===== src/sv/hpfc_pkg.sv =====
// ----------------------------------------------------------------------------
// hpfc_pkg
// Types and constants shared by the half precision converter stages.
// ----------------------------------------------------------------------------
package hpfc_pkg;

    typedef enum logic [1:0] {
        MODE_S2H = 2'd0,
        MODE_D2H = 2'd1,
        MODE_H2S = 2'd2,
        MODE_H2D = 2'd3
    } mode_t;

    // binary64 exponent limits for narrowing
    localparam logic [10:0] EXP_MAX      = 11'h7ff;
    localparam logic [10:0] EXP_OVF      = 11'd1039;
    localparam logic [10:0] EXP_DEN      = 11'd1008;
    localparam logic [10:0] EXP_ZERO     = 11'd998;
    localparam logic [10:0] EXP_NORM_OFS = 11'd1009;
    localparam logic [10:0] EXP_DEN_SH   = 11'd1051;
    localparam logic [10:0] EXP_S2D_OFS  = 11'd896;
    localparam logic [5:0]  NORM_SHIFT   = 6'd42;

    localparam logic [14:0] HALF_INF     = 15'h7c00;

    // widening exponent offsets
    localparam logic [7:0]  S_DEN_OFS    = 8'd103;
    localparam logic [7:0]  S_NORM_OFS   = 8'd112;
    localparam logic [10:0] D_DEN_OFS    = 11'd999;
    localparam logic [10:0] D_NORM_OFS   = 11'd1008;

    typedef struct packed {
        logic        fixed;      // result settled in decode
        logic [63:0] fixed_res;
        logic        fixed_ovf;
        logic        fixed_unf;
        logic        sgn;
        logic        unf;
        logic [52:0] sig;
        logic [5:0]  shamt;
        logic [4:0]  ebase;
    } s1_t;

    typedef struct packed {
        logic        fixed;
        logic [63:0] fixed_res;
        logic        fixed_ovf;
        logic        fixed_unf;
        logic        sgn;
        logic        unf;
        logic [10:0] kept;
        logic        guard;
        logic        sticky;
        logic [4:0]  ebase;
    } s2_t;

    typedef struct packed {
        logic [63:0] res;
        logic        ovf;
        logic        unf;
    } out_t;

endpackage


===== src/sv/hpfc_decode.sv =====
// ----------------------------------------------------------------------------
// hpfc_decode
// Stage 1: classifies the source, settles specials and widening results,
// and sets up the rounding shift for narrowing.
// ----------------------------------------------------------------------------
module hpfc_decode (
    input  logic                clk,
    input  logic                rst_n,
    input  logic                load,
    input  logic                in_valid,
    input  hpfc_pkg::mode_t     mode,
    input  logic [63:0]         source_bits,
    output logic                valid_reg,
    output hpfc_pkg::s1_t       data_reg
);

    hpfc_pkg::s1_t data_next;

    logic        sgn;
    logic [10:0] e;
    logic [51:0] man;
    logic [7:0]  fe;
    logic [9:0]  nan_m;
    logic        hs;
    logic [4:0]  he;
    logic [9:0]  hm;
    logic [3:0]  p;
    logic [9:0]  nm;
    logic [9:0]  wm;
    logic [7:0]  exp_s;
    logic [10:0] exp_d;

    always_comb
    begin
        // binary32 is re-expressed as binary64 first
        fe = source_bits[30:23];
        if (mode == hpfc_pkg::MODE_S2H)
        begin
            sgn = source_bits[31];
            man = {source_bits[22:0], 29'd0};
            if (fe == 8'd0)
                e = 11'd0;
            else if (fe == 8'hff)
                e = hpfc_pkg::EXP_MAX;
            else
                e = 11'(fe) + hpfc_pkg::EXP_S2D_OFS;
        end
        else
        begin
            sgn = source_bits[63];
            e   = source_bits[62:52];
            man = source_bits[51:0];
        end
        nan_m = man[51:42];

        // half leading-one search for denormal widening
        hs = source_bits[15];
        he = source_bits[14:10];
        hm = source_bits[9:0];
        p  = 4'd0;
        for (int i = 0; i < 10; i++)
        begin
            if (hm[i])
                p = 4'(i);
        end
        nm = 10'(hm << (4'd10 - p));
        wm = (he == 5'd0) ? nm : hm;

        if (he == 5'd0)
        begin
            exp_s = hpfc_pkg::S_DEN_OFS + 8'(p);
            exp_d = hpfc_pkg::D_DEN_OFS + 11'(p);
        end
        else if (he == 5'h1f)
        begin
            exp_s = 8'hff;
            exp_d = hpfc_pkg::EXP_MAX;
        end
        else
        begin
            exp_s = hpfc_pkg::S_NORM_OFS + 8'(he);
            exp_d = hpfc_pkg::D_NORM_OFS + 11'(he);
        end

        data_next           = '0;
        data_next.fixed     = 1'b1;
        data_next.sgn       = sgn;
        data_next.sig       = {1'b1, man};
        data_next.shamt     = hpfc_pkg::NORM_SHIFT;

        case (mode)
            hpfc_pkg::MODE_S2H, hpfc_pkg::MODE_D2H:
            begin
                if (e >= hpfc_pkg::EXP_OVF)
                begin
                    data_next.fixed_res = {48'd0, sgn, hpfc_pkg::HALF_INF};
                    if (e == hpfc_pkg::EXP_MAX)
                    begin
                        if (man != '0)
                            data_next.fixed_res[9:0] = (nan_m == '0) ? 10'd1 : nan_m;
                    end
                    else
                        data_next.fixed_ovf = 1'b1;
                end
                else if (e <= hpfc_pkg::EXP_DEN)
                begin
                    if (e < hpfc_pkg::EXP_ZERO)
                    begin
                        data_next.fixed_res = {48'd0, sgn, 15'd0};
                        data_next.fixed_unf = (e != 11'd0) || (man != '0);
                    end
                    else
                    begin
                        data_next.fixed = 1'b0;
                        data_next.unf   = 1'b1;
                        data_next.shamt = 6'(hpfc_pkg::EXP_DEN_SH - e);
                        data_next.ebase = 5'd0;
                    end
                end
                else
                begin
                    data_next.fixed = 1'b0;
                    data_next.ebase = 5'(e - hpfc_pkg::EXP_NORM_OFS);
                end
            end
            hpfc_pkg::MODE_H2S:
            begin
                if (he == 5'd0 && hm == 10'd0)
                    data_next.fixed_res = {32'd0, hs, 31'd0};
                else
                    data_next.fixed_res = {32'd0, hs, exp_s, wm, 13'd0};
            end
            default:
            begin
                if (he == 5'd0 && hm == 10'd0)
                    data_next.fixed_res = {hs, 63'd0};
                else
                    data_next.fixed_res = {hs, exp_d, wm, 42'd0};
            end
        endcase
    end

    always_ff @(posedge clk or negedge rst_n)
    begin
        if (!rst_n)
            valid_reg <= 1'b0;
        else if (load)
            valid_reg <= in_valid;
    end

    always_ff @(posedge clk)
    begin
        if (load)
            data_reg <= data_next;
    end

endmodule


===== src/sv/hpfc_shift.sv =====
// ----------------------------------------------------------------------------
// hpfc_shift
// Stage 2: aligns the significand and extracts guard and sticky bits.
// ----------------------------------------------------------------------------
module hpfc_shift (
    input  logic                clk,
    input  logic                rst_n,
    input  logic                load,
    input  logic                in_valid,
    input  hpfc_pkg::s1_t       in_data,
    output logic                valid_reg,
    output hpfc_pkg::s2_t       data_reg
);

    hpfc_pkg::s2_t data_next;

    logic [52:0] shifted;
    logic [52:0] gtmp;
    logic [52:0] mask;
    logic [5:0]  gidx;

    always_comb
    begin
        gidx    = in_data.shamt - 6'd1;
        shifted = in_data.sig >> in_data.shamt;
        gtmp    = in_data.sig >> gidx;
        mask    = (53'd1 << gidx) - 53'd1;

        data_next           = '0;
        data_next.fixed     = in_data.fixed;
        data_next.fixed_res = in_data.fixed_res;
        data_next.fixed_ovf = in_data.fixed_ovf;
        data_next.fixed_unf = in_data.fixed_unf;
        data_next.sgn       = in_data.sgn;
        data_next.unf       = in_data.unf;
        data_next.ebase     = in_data.ebase;
        data_next.kept      = shifted[10:0];
        data_next.guard     = gtmp[0];
        data_next.sticky    = |(in_data.sig & mask);
    end

    always_ff @(posedge clk or negedge rst_n)
    begin
        if (!rst_n)
            valid_reg <= 1'b0;
        else if (load)
            valid_reg <= in_valid;
    end

    always_ff @(posedge clk)
    begin
        if (load)
            data_reg <= data_next;
    end

endmodule


===== src/sv/hpfc_pack.sv =====
// ----------------------------------------------------------------------------
// hpfc_pack
// Stage 3: round increment, exponent carry and overflow, output register.
// ----------------------------------------------------------------------------
module hpfc_pack (
    input  logic                clk,
    input  logic                rst_n,
    input  logic                load,
    input  logic                in_valid,
    input  logic                ties_even,
    input  hpfc_pkg::s2_t       in_data,
    output logic                valid_reg,
    output hpfc_pkg::out_t      data_reg
);

    hpfc_pkg::out_t data_next;

    logic        up;
    logic [15:0] sum;

    always_comb
    begin
        up  = in_data.guard & (in_data.sticky | in_data.kept[0] | ~ties_even);
        sum = 16'({in_data.ebase, 10'd0}) + 16'(in_data.kept) + 16'(up);

        data_next = '0;
        if (in_data.fixed)
        begin
            data_next.res = in_data.fixed_res;
            data_next.ovf = in_data.fixed_ovf;
            data_next.unf = in_data.fixed_unf;
        end
        else
        begin
            data_next.unf = in_data.unf;
            // mantissa carry may walk into the infinity exponent
            if (sum >= 16'(hpfc_pkg::HALF_INF))
            begin
                data_next.ovf = 1'b1;
                data_next.res = {48'd0, in_data.sgn, hpfc_pkg::HALF_INF};
            end
            else
                data_next.res = {48'd0, in_data.sgn, sum[14:0]};
        end
    end

    always_ff @(posedge clk or negedge rst_n)
    begin
        if (!rst_n)
            valid_reg <= 1'b0;
        else if (load)
            valid_reg <= in_valid;
    end

    always_ff @(posedge clk)
    begin
        if (load)
            data_reg <= data_next;
    end

endmodule


===== src/sv/half_precision_format_converter.sv =====
// ----------------------------------------------------------------------------
// half_precision_format_converter
// Converts binary32/binary64 to binary16 and back, one transaction per cycle.
// ----------------------------------------------------------------------------
// Input stream: s_axis_tdata carries the source pattern, s_axis_tuser the
// mode (0 single->half, 1 double->half, 2 half->single, 3 half->double).
// Output stream: m_axis_tdata carries the right aligned result, m_axis_tuser
// the overflow and underflow flags.
// cfg_wr_en/cfg_wr_data write the rounding control (1 ties to even, 0 ties
// away); change it only while the pipeline is empty.
// An input transaction passes three register stages to output valid: decode,
// align, and round/pack. Throughput is one transaction per cycle unless the
// receiver stalls, set by the three-stage pipeline with no iterative unit.
// Every stage has its own valid bit and a stage loads whenever it is empty
// or the stage behind it moves, so bubbles close up under back-pressure.
// When the receiver stalls, the output register holds its transaction and
// up to two more are taken before s_axis_tready falls.
// Reset clears all valid bits and sets rounding to ties to even.
// ----------------------------------------------------------------------------
module half_precision_format_converter (
    input  logic        clk,
    input  logic        rst_n,

    input  logic        cfg_wr_en,
    input  logic        cfg_wr_data,    // round_ties_even

    input  logic        s_axis_tvalid,
    output logic        s_axis_tready,
    input  logic [63:0] s_axis_tdata,   // [63:0] source_bits
    input  logic [1:0]  s_axis_tuser,   // [1:0] mode

    output logic        m_axis_tvalid,
    input  logic        m_axis_tready,
    output logic [63:0] m_axis_tdata,   // [63:0] result_bits
    output logic [1:0]  m_axis_tuser    // [0] overflow_flag, [1] underflow_flag
);

    logic           round_ties_even_reg;
    logic           v1, v2, v3;
    logic           rdy1, rdy2, rdy3;
    hpfc_pkg::s1_t  s1;
    hpfc_pkg::s2_t  s2;
    hpfc_pkg::out_t s3;

    always_ff @(posedge clk or negedge rst_n)
    begin
        if (!rst_n)
            round_ties_even_reg <= 1'b1;
        else if (cfg_wr_en)
            round_ties_even_reg <= cfg_wr_data;
    end

    assign rdy3 = !v3 || m_axis_tready;
    assign rdy2 = !v2 || rdy3;
    assign rdy1 = !v1 || rdy2;
    assign s_axis_tready = rdy1;

    hpfc_decode u_decode (
        .clk         (clk),
        .rst_n       (rst_n),
        .load        (rdy1),
        .in_valid    (s_axis_tvalid),
        .mode        (hpfc_pkg::mode_t'(s_axis_tuser)),
        .source_bits (s_axis_tdata),
        .valid_reg   (v1),
        .data_reg    (s1)
    );

    hpfc_shift u_shift (
        .clk       (clk),
        .rst_n     (rst_n),
        .load      (rdy2),
        .in_valid  (v1),
        .in_data   (s1),
        .valid_reg (v2),
        .data_reg  (s2)
    );

    hpfc_pack u_pack (
        .clk       (clk),
        .rst_n     (rst_n),
        .load      (rdy3),
        .in_valid  (v2),
        .ties_even (round_ties_even_reg),
        .in_data   (s2),
        .valid_reg (v3),
        .data_reg  (s3)
    );

    assign m_axis_tvalid = v3;
    assign m_axis_tdata  = s3.res;
    assign m_axis_tuser  = {s3.unf, s3.ovf};

    // an empty output register must never block the input side
    a_ready_when_empty: assert property (@(posedge clk) disable iff (!rst_n)
        !v3 |-> s_axis_tready)
        else $error("input stalled with empty output stage");

    // overflow always yields half infinity
    a_ovf_is_inf: assert property (@(posedge clk) disable iff (!rst_n)
        (m_axis_tvalid && m_axis_tuser[0]) |-> (m_axis_tdata[14:0] == hpfc_pkg::HALF_INF))
        else $error("overflow without infinity result");

    // flags are exclusive
    a_flags_excl: assert property (@(posedge clk) disable iff (!rst_n)
        m_axis_tvalid |-> !(m_axis_tuser[0] && m_axis_tuser[1]))
        else $error("overflow and underflow both set");

    // underflow results lie at or below the smallest normal
    a_unf_small: assert property (@(posedge clk) disable iff (!rst_n)
        (m_axis_tvalid && m_axis_tuser[1]) |-> (m_axis_tdata[14:0] <= 15'h0400))
        else $error("underflow flag on a large result");

endmodule

===== config.mk =====
export PLATFORM = sky130hd
export DESIGN_NAME = half_precision_format_converter
export DESIGN_NICKNAME = d
export VERILOG_FILES = /design/src/sv/hpfc_pkg.sv /design/src/sv/hpfc_decode.sv /design/src/sv/hpfc_shift.sv /design/src/sv/hpfc_pack.sv /design/src/sv/half_precision_format_converter.sv
export SDC_FILE = /design/constraint.sdc
export NUM_CORES = 1
export LEC_CHECK = 0
export BUFFER_PORTS_ARGS = -buffer_cell sky130_fd_sc_hd__buf_2
export CAP_MARGIN = 25
export CORE_MARGIN = 3
export CORE_UTILIZATION = 42
export DETAILED_ROUTE_END_ITERATION = 12
export PLACE_DENSITY = 0.64
export SLEW_MARGIN = 20
export SYNTH_ARGS = -nofsm -noshare
export SYNTH_HDL_FRONTEND = slang
export SYNTH_SLANG_ARGS = --single-unit
export TNS_END_PERCENT = 20

===== constraint.sdc =====
create_clock -name clk -period 8.19 [get_ports clk]
set_input_delay 1.2285 -clock clk [delete_from_list [all_inputs] [get_ports clk]]
set_output_delay 1.2285 -clock clk [all_outputs]
set_load 0.01 [all_outputs]

* Word-level counts from Yosys, hierarchy flattened *
Cells that the tools add are included.

cells by class
  shifts and indexed selects = 4
  reductions and logical operators = 22
  equal/unequal tests = 5
  add/sub/neg operators = 12
  order comparisons = 4
  mux-type cells = 36
  bitwise operators = 8

operator list
  operator                                                             number
  one-hot mux 64 bit (2 select lines)                                  1
  two-way mux 66 bit                                                   1
  two-way mux 64 bit                                                   1
  two-way mux 63 bit                                                   1
  two-way mux 11 bit                                                   5
  bitwise AND 53 bit                                                   1
  OR reduction 53 bit                                                  1
  left shift 1 x 6 -> 53 bit, first input constant                     1
  right shift 53 x 6 -> 1 bit                                          1
  right shift 53 x 6 -> 11 bit                                         1
  subtractor 53 x 1 -> 53 bit, second input constant                   1
  two-way mux 52 bit                                                   1
  nonzero test 52 bit                                                  1
  two-way mux 10 bit                                                   4
  two-way mux 16 bit                                                   2
  two-way mux 31 bit                                                   1
  zero test 10 bit                                                     2
  adder 15 x 11 -> 16 bit                                              1
  adder 16 x 1 -> 16 bit                                               1
  greater-or-equal comparator 16 x 15 -> 1 bit, second input constant  1
  two-way mux 8 bit                                                    2
  two-way mux 15 bit                                                   1
  two-way mux 3 bit                                                    4
  adder 10 x 4 -> 11 bit, first input constant                         1
  35 further kinds                                                     54

word-level totals
  bits of input ports = 72
  output and inout bits = 68
  register bits = 289
  logic and storage cells = 117

* Logic depth before layout (Yosys ltp) *
Gate-level depths: netlist of run 1.

  depth in word-level cells = 14
  depth in mapped cells = 23
  depth with buffers taken out = 17

* Cells and area by module *
From an unflattened synthesis of run 1, not the netlist that was laid out.

second synthesis, totals
  cells, all modules = 1515
  area, all modules = 16732.3 µm²

modules (own cells, without submodules)
  module                           times used  area each (µm²)  cells an instance  sequential area each (µm²)
  hpfc_shift                       1           7739.9           751                2637.5
  hpfc_decode                      1           5954.5           547                3478.3
  hpfc_pack                        1           2974.1           212                2006.9
  half_precision_format_converter  1           63.8             5                  26.3

* Worst setup path after synthesis of run 1 *
Ideal clock, no wire load.

  path type = input port to flip-flop
  start = input port m_axis_tready
  end = register u_decode.data_reg[0] (netlist name), enable pin
  stages = 1
  slack = 2038 ps
  library setup time = 1600 ps
  data arrival time = 4552 ps
  buffers on the path = 0
  cell sequence = nand4b_1

between the ends
  longest elaborated chain between the ends = 3

ends and longest elaborated chain
  element               line                                   RTL
  from (decl)           half_precision_format_converter.sv:33  input logic m_axis_tready,
  logical OR 1 bit      half_precision_format_converter.sv:53  assign rdy3 = !v3 || m_axis_tready;
  logical OR 1 bit      half_precision_format_converter.sv:54  assign rdy2 = !v2 || rdy3;
  logical OR 1 bit      half_precision_format_converter.sv:55  assign rdy1 = !v1 || rdy2;
  to (signal assigned)  hpfc_decode.sv:154                     data_reg <= data_next;
  to (decl)             hpfc_decode.sv:14                      output hpfc_pkg::s1_t data_reg

No other way between the ends.
A chain may end at the register's enable or synchronous reset.

==> metrics.cfg, run 1 <==
[yosys]
synthesis.area_um2 = 15200
yosysWarnings = 0
ys.flop_type = edfxtp_1
yosys_register_bits = 240
synth-edff-count = 236
syn_area_per_cell_um2 = 11.5
ys_types = 86
synthCells = 1324
synthArstFlopShare_pct = 1.67
seq_area_frac_synth_pct = 47.3

[route]
first_iter_violations = 1565
wl_met3_mm = 4.70
wirelength_mm = 50.5
ant_nets = 0
met2WireLength_mm = 22.6
via_per_inst = 6.40
drcViolationCount = 0
wire_per_inst_um = 26.7
highest_layer = met5
via_count = 12100
drt-met1-wl_mm = 21.7
dr.pass1.iters = 5

[sta]
fin_crit_sh_pct = 66.6
worst_pin_slew_ns = 0.954
maxSlewViolCount = 0
rsz0062_at_grt = false
setup_tns_ns = 0
skew_ns = 0.0211
setup_viol = 0
fmax_mhz = 183
timing.slew.headroom_pct = 36.3
hold_violations = 0
layout_setup_ws_ns = 2.74
hold_ws_ns = 0.411
period_needed_ns = 5.45

[global_route]
antenna_found_initial = 3
gr-usage-all-layers_pct = 25.4
grt_pass1_wl_mm = 74.7
first_global_vias = 11600
overflow = 0
grt_max_degree = 68

[min_path]
hp-class = flop to flop

[placement]
place_ws_ns = 2.87
post-dp-hpwl_mm = 37.4
routabilityCongestion = 0.985
port_buffers = 129

[worst_setup_path]
start_kind = flop
crit_arrival_ns = 5.67
slowest_stage = buf_4
path_common_cell = buf_4
path_cells = buf_4 -> buf_4 -> ha_1 -> buf_4 -> and2_1 -> nand2_1 -> ha_1 -> inv_1 -> nor3_1 -> o221ai_4 -> nor3_2 -> a22o_1 -> a211o_1 -> nor4_1 -> nand4_1
slowest_delay_ns = 0.77
path_class = flop to flop
required_ns = 8.41
worstPathMaxFanout = 52
cp_num_buf_inv = 4
crit_path_end_kind = flop
critPathTopFamily = buffers and inverters

[floorplanning]
dieHeight_um = 196
core_um2 = 35700
die_x_um = 196
rows = 69
start_util_pct = 42.7
ios = 140
dieArea_um2 = 38500

[clock_network]
cts_hold_buf = 0
cts_tree = built
cts_buffer_depth = 3
clock-sinks = 240
path_clk_slew_ns = 0.07
htree_levels = 1
cts_setup_buffers = 0
cts-buffers-inserted = 24
clk_latency_ns = 0.52
root_buffer = clkbuf_16
cts_resized = 0

[layout]
drive_above_1_share_pct = 22.2
nNetsFinal = 1508
seqCellArea_um2 = 7190
nFillCells = 3231
antenna_cells = 0
syn2layout_area_growth_pct = 11.3
largest_register_ffs = 115
final_common_cell = edfxtp_1
final_cell_mix = edfxtp_1, nand2_1, buf_2
multiInputGateArea_um2 = 7400
final_util_pct = 47.5

[power]
total_power_mw = 3.46
cellPowerDensity_nw_per_um2 = 204
leakage_nw = 6.47
ir_drop_mv = 0.172

[job]
max_cap_viol_count = 0

[run_status]
status = finished clean

==> logic make-up after synthesis <==
| family | share of synthesized area [%] |
|---|---|
| multiplexers | 17.1 |
| AO/OA/AOI/OAI | 11.5 |
| buffers and inverters | 4.38 |
| flip-flops | 47.3 |
| other | 0.0494 |
| adder cells (fa/ha/maj) | 1.56 |
| AND/OR/NAND/NOR | 16.6 |
| XOR/XNOR | 1.61 |
==> final timing paths <==
check / start / endpoint / slack, ns / cells past startpoint
min in group asynchronous: rst_n / u_pack.valid_reg / 0.52 / 1
worst min-delay path: u_decode.data_reg[112] / u_shift.data_reg[66] / 0.41 / 0
worst min register to register: u_decode.data_reg[112] / u_shift.data_reg[66] / 0.41 / 0
worst max-delay path: u_decode.data_reg[5] / u_shift.data_reg[5] / 2.74 / 15
max in group asynchronous: rst_n / round_ties_even_reg / 7.46 / 1
worst max register to register: u_decode.data_reg[5] / u_shift.data_reg[5] / 2.74 / 15
==> worst register-to-register path, stage by stage (launching register included) <==
cell and delay, ns:
edfxtp_1 0.35, buf_4 0.35, buf_4 0.77, ha_1 0.29
buf_4 0.23, and2_1 0.49, nand2_1 0.16, ha_1 0.33
inv_1 0.24, nor3_1 0.17, o221ai_4 0.51, nor3_2 0.14
a22o_1 0.24, a211o_1 0.27, nor4_1 0.47, nand4_1 0.15
==> synthesized netlist by cell type, drive strengths merged (19+ instances only) <==
cell	count	area share, %
a21oi	53	1.7
edfxtp	236	47
mux4	90	13
nor2	98	2.5
nand2	144	3.6
o21ai	57	1.9
nand3	37	1.2
buf	52	2.2
clkbuf	50	1.2
nor4	21	1.0
nor3	24	0.93
inv	38	0.94
mux2i	53	3.5
and2	78	3.2
nor2b	20	0.82
nand4	19	0.78
ha	19	1.6
==> final cells by class <==
type	instances	share of cell area [%]
multi-input cells	952	43.7
flip-flops and latches	240	42.5
repair buffers	160	5.18
clock buffers	29	3.78
well taps	461	3.41
inverters	39	0.865
clock inverters	11	0.577
==> report_power, final <==
group / total, mW / internal (mW) / switching [mW]
sequential: 1.66 / 1.54 / 0.124
combinational: 0.749 / 0.311 / 0.438
clock: 1.05 / 0.613 / 0.435
total: 3.46 / 2.46 / 0.997
==> stage by stage <==
stage,instance area [um2],std cells
floorplan,15200,1333
global placement,16200,1849
detailed placement,16200,1852
CTS,16900,1892
global route,16900,1892
finish,16900,1892
==> layer usage <==
metal | global-route usage, % | up-vias
met5 | 0 | -
met4 | 6.52 | 4
met3 | 4.84 | 110
met2 | 39.0 | 721
met1 | 37.4 | 6037
li1 | - | 5243
(Power assumes the default switching activity.)
==> inputs of run 2 (changes only) <==
- PLACE_DENSITY: 0.64 -> 0.66
- clock period: 8.19 -> 4.4 ns (I/O delays scaled with it)
==> run 2 against run 1 <==
  * Critical path depth is 2 higher
  * Via count is 0.25% higher
  * Total power grew 86%
  * Die area unchanged
  * Worst setup slack got worse by 2.6 ns
  * Sequential cell count unchanged
  * Clock skew is 0.014 ns lower
  * Global-route usage shrank 0.63 points
  * Combinational power rose by 90%
  * Highest routed layer unchanged
  * Cell area is 1.6% higher
  * Sequential share of layout area down 0.65 points
  * First-iteration DRC count down 2.7%
==> metrics.cfg, run 2 (synthesis gave the netlist of run 1 again) <==
[run_status]
status = finished clean

[global_route]
grt_max_degree = 75  ; +10%
grt_pass1_wl_mm = 74.0  ; -0.98%
overflow = 0  ; unchanged
antenna_found_initial = 2  ; -1
gr-usage-all-layers_pct = 24.8  ; -0.63 points
first_global_vias = 11800  ; +1.1%

[layout]
nNetsFinal = 1543  ; +2.3%
largest_register_ffs = 115  ; unchanged
antenna_cells = 0  ; unchanged
multiInputGateArea_um2 = 7390  ; about the same
seqCellArea_um2 = 7190  ; unchanged
final_cell_mix = edfxtp_1, nand2_1, buf_2
nFillCells = 3215  ; -0.50%
drive_above_1_share_pct = 24.2  ; +2.1 points
final_common_cell = edfxtp_1
syn2layout_area_growth_pct = 13.0

[clock_network]
cts_resized = 0  ; unchanged
clk_latency_ns = 0.50  ; -0.02 ns
root_buffer = clkbuf_16
cts_tree = built
cts_buffer_depth = 3  ; unchanged
cts-buffers-inserted = 23  ; -4.2%
clock-sinks = 240  ; unchanged
path_clk_slew_ns = 0.07  ; about the same
htree_levels = 1  ; unchanged

[worst_setup_path]
r2r_slack_ns = 0.16  ; -2.58 ns
worstPathMaxFanout = 9  ; -83%
path_class = flop to flop
worstSetupEndpoint = u_shift.data_reg[5]
slowest_stage = a311oi_2
slowest_delay_ns = 0.55  ; -0.22 ns
path_common_cell = nor2_1
crit_path_end_kind = flop
required_ns = 4.62  ; -3.79 ns
crit_arrival_ns = 4.45  ; -1.22 ns
start_kind = flop
r2r_end = u_shift.data_reg[5]
path_cells = inv_1 -> ha_1 -> and3b_1 -> a22o_1 -> nor2_1 -> nor2_1 -> nand2_1 -> ha_1 -> nand3_1 -> a311oi_2 -> o221ai_4 -> buf_4 -> nor2_1 -> nor3_1 -> a31o_2 -> nor4_1 -> nand4_1
worstReg2RegStart = u_decode.data_reg[6]
reg2reg_depth = 17  ; +2
startpoint = u_decode.data_reg[6]

[route]
first_iter_violations = 1522  ; -2.7%
ant_nets = 0  ; unchanged
via_count = 12100  ; +0.25%
drcViolationCount = 0  ; unchanged
dr.pass1.iters = 5  ; unchanged
via_per_inst = 6.30  ; -1.6%
wire_per_inst_um = 25.4  ; -4.6%
wirelength_mm = 49.0  ; -2.9%

[power]
swShare_pct = 29.1  ; +0.27 points
leakage_nw = 6.64  ; +2.7%
comb_power_share_pct = 22.1  ; +0.5 points
ir_drop_mv = 0.316  ; +84%
switchingPower_mw = 1.87  ; +88%
p_int_mw = 4.56  ; +85%
power.share.clock_pct = 29.9  ; -0.4 points
cellPowerDensity_nw_per_um2 = 374  ; +83%
seqPwrFrac_pct = 48.1  ; about the same

[placement]
post-dp-hpwl_mm = 36.6  ; -2.2%
port_buffers = 129  ; unchanged
routabilityCongestion = 1.02  ; +3.0%
place_ws_ns = 0.352  ; -2.52 ns

[sta]
fmax_mhz = 236  ; +29%
period_needed_ns = 4.24  ; -1.21 ns
setup_viol = 0  ; unchanged
skew_ns = 0.00740  ; -0.0137 ns
hold_ws_ns = 0.355  ; -0.0565 ns
layout_setup_ws_ns = 0.164  ; -2.58 ns
maxSlewViolCount = 0  ; unchanged
rsz0062_at_grt = false
hold_violations = 0  ; unchanged
timing.slew.headroom_pct = 27.9  ; -8.4 points
worst_pin_slew_ns = 1.07  ; +0.118 ns
fin_crit_sh_pct = 96.3  ; +30 points

[floorplanning]
ios = 140  ; unchanged
die_x_um = 196  ; unchanged
dieArea_um2 = 38500  ; unchanged
dieHeight_um = 196  ; unchanged
core_um2 = 35700  ; unchanged
rows = 69  ; unchanged
start_util_pct = 42.7  ; unchanged

[job]
max_cap_viol_count = 0  ; unchanged

[min_path]
hp-class = input pin to flop

## run 2: final cells by class
class,count,share of cell area (%)
multi-input cells,952,43.0
well taps,461,3.36
inverters,39,0.852
clock inverters,12,0.750
flip-flops and latches,240,41.8
repair buffers,196,6.78
clock buffers,27,3.44
## run 2: per-stage QoR
step	total power, mW	utilization, %	area [um2]	std cells	setup TNS [ns]
after floorplan	3.99	-	15200	1333	-137.57
after global placement	4.50	46.0	16400	1881	0
after detailed placement	4.51	46.1	16400	1882	0
after CTS	6.42	48.1	17200	1922	0
after global routing	6.69	48.2	17200	1927	0
final	6.44	48.2	17200	1927	0
## run 2: worst min path at each step
stage,depth (start not counted),end,startpoint
final,2,u_decode.valid_reg,s_axis_tvalid
after global placement,0,u_shift.data_reg[38],u_decode.data_reg[84]
after floorplan,0,u_decode.valid_reg,rst_n
after global routing,2,u_decode.valid_reg,s_axis_tvalid
after CTS,2,u_decode.valid_reg,s_axis_tvalid
after detailed placement,0,u_shift.data_reg[1],u_decode.data_reg[1]
## run 2: worst max-delay path, delay by kind of cell (launching register included)
family | cells | cell delay (ns)
buf+inv | 2 | 0.30
fa+ha+maj | 2 | 0.49
compound gates | 4 | 1.29
flops | 1 | 0.34
simple gates | 9 | 1.55
## run 2: timing repair
item,in CTS,in global routing
endpoints found under the setup margin,0,1
endpoints found under the hold margin,3,0
setup buffers,0,5
hold buffers,1,0
## run 2: power groups by stage
| stage | combinational (mW) | sequential (mW) | clock [mW] |
|---|---|---|---|
| 2_1_floorplan | 0.919 | 3.07 | 0 |
| 3_3_place_gp | 1.38 | 3.12 | 0 |
| 3_5_place_dp | 1.38 | 3.13 | 0 |
| 4_1_cts | 1.39 | 3.08 | 1.95 |
| 5_1_grt | 1.52 | 3.11 | 2.06 |
| 6_report | 1.42 | 3.09 | 1.92 |
## run 2: metal layers
layer	wire, um	GRT usage [%]
met1	20700	35.8
met2	21800	37.9
met3	4810	5.74
met4	1720	6.71
met5	32	0
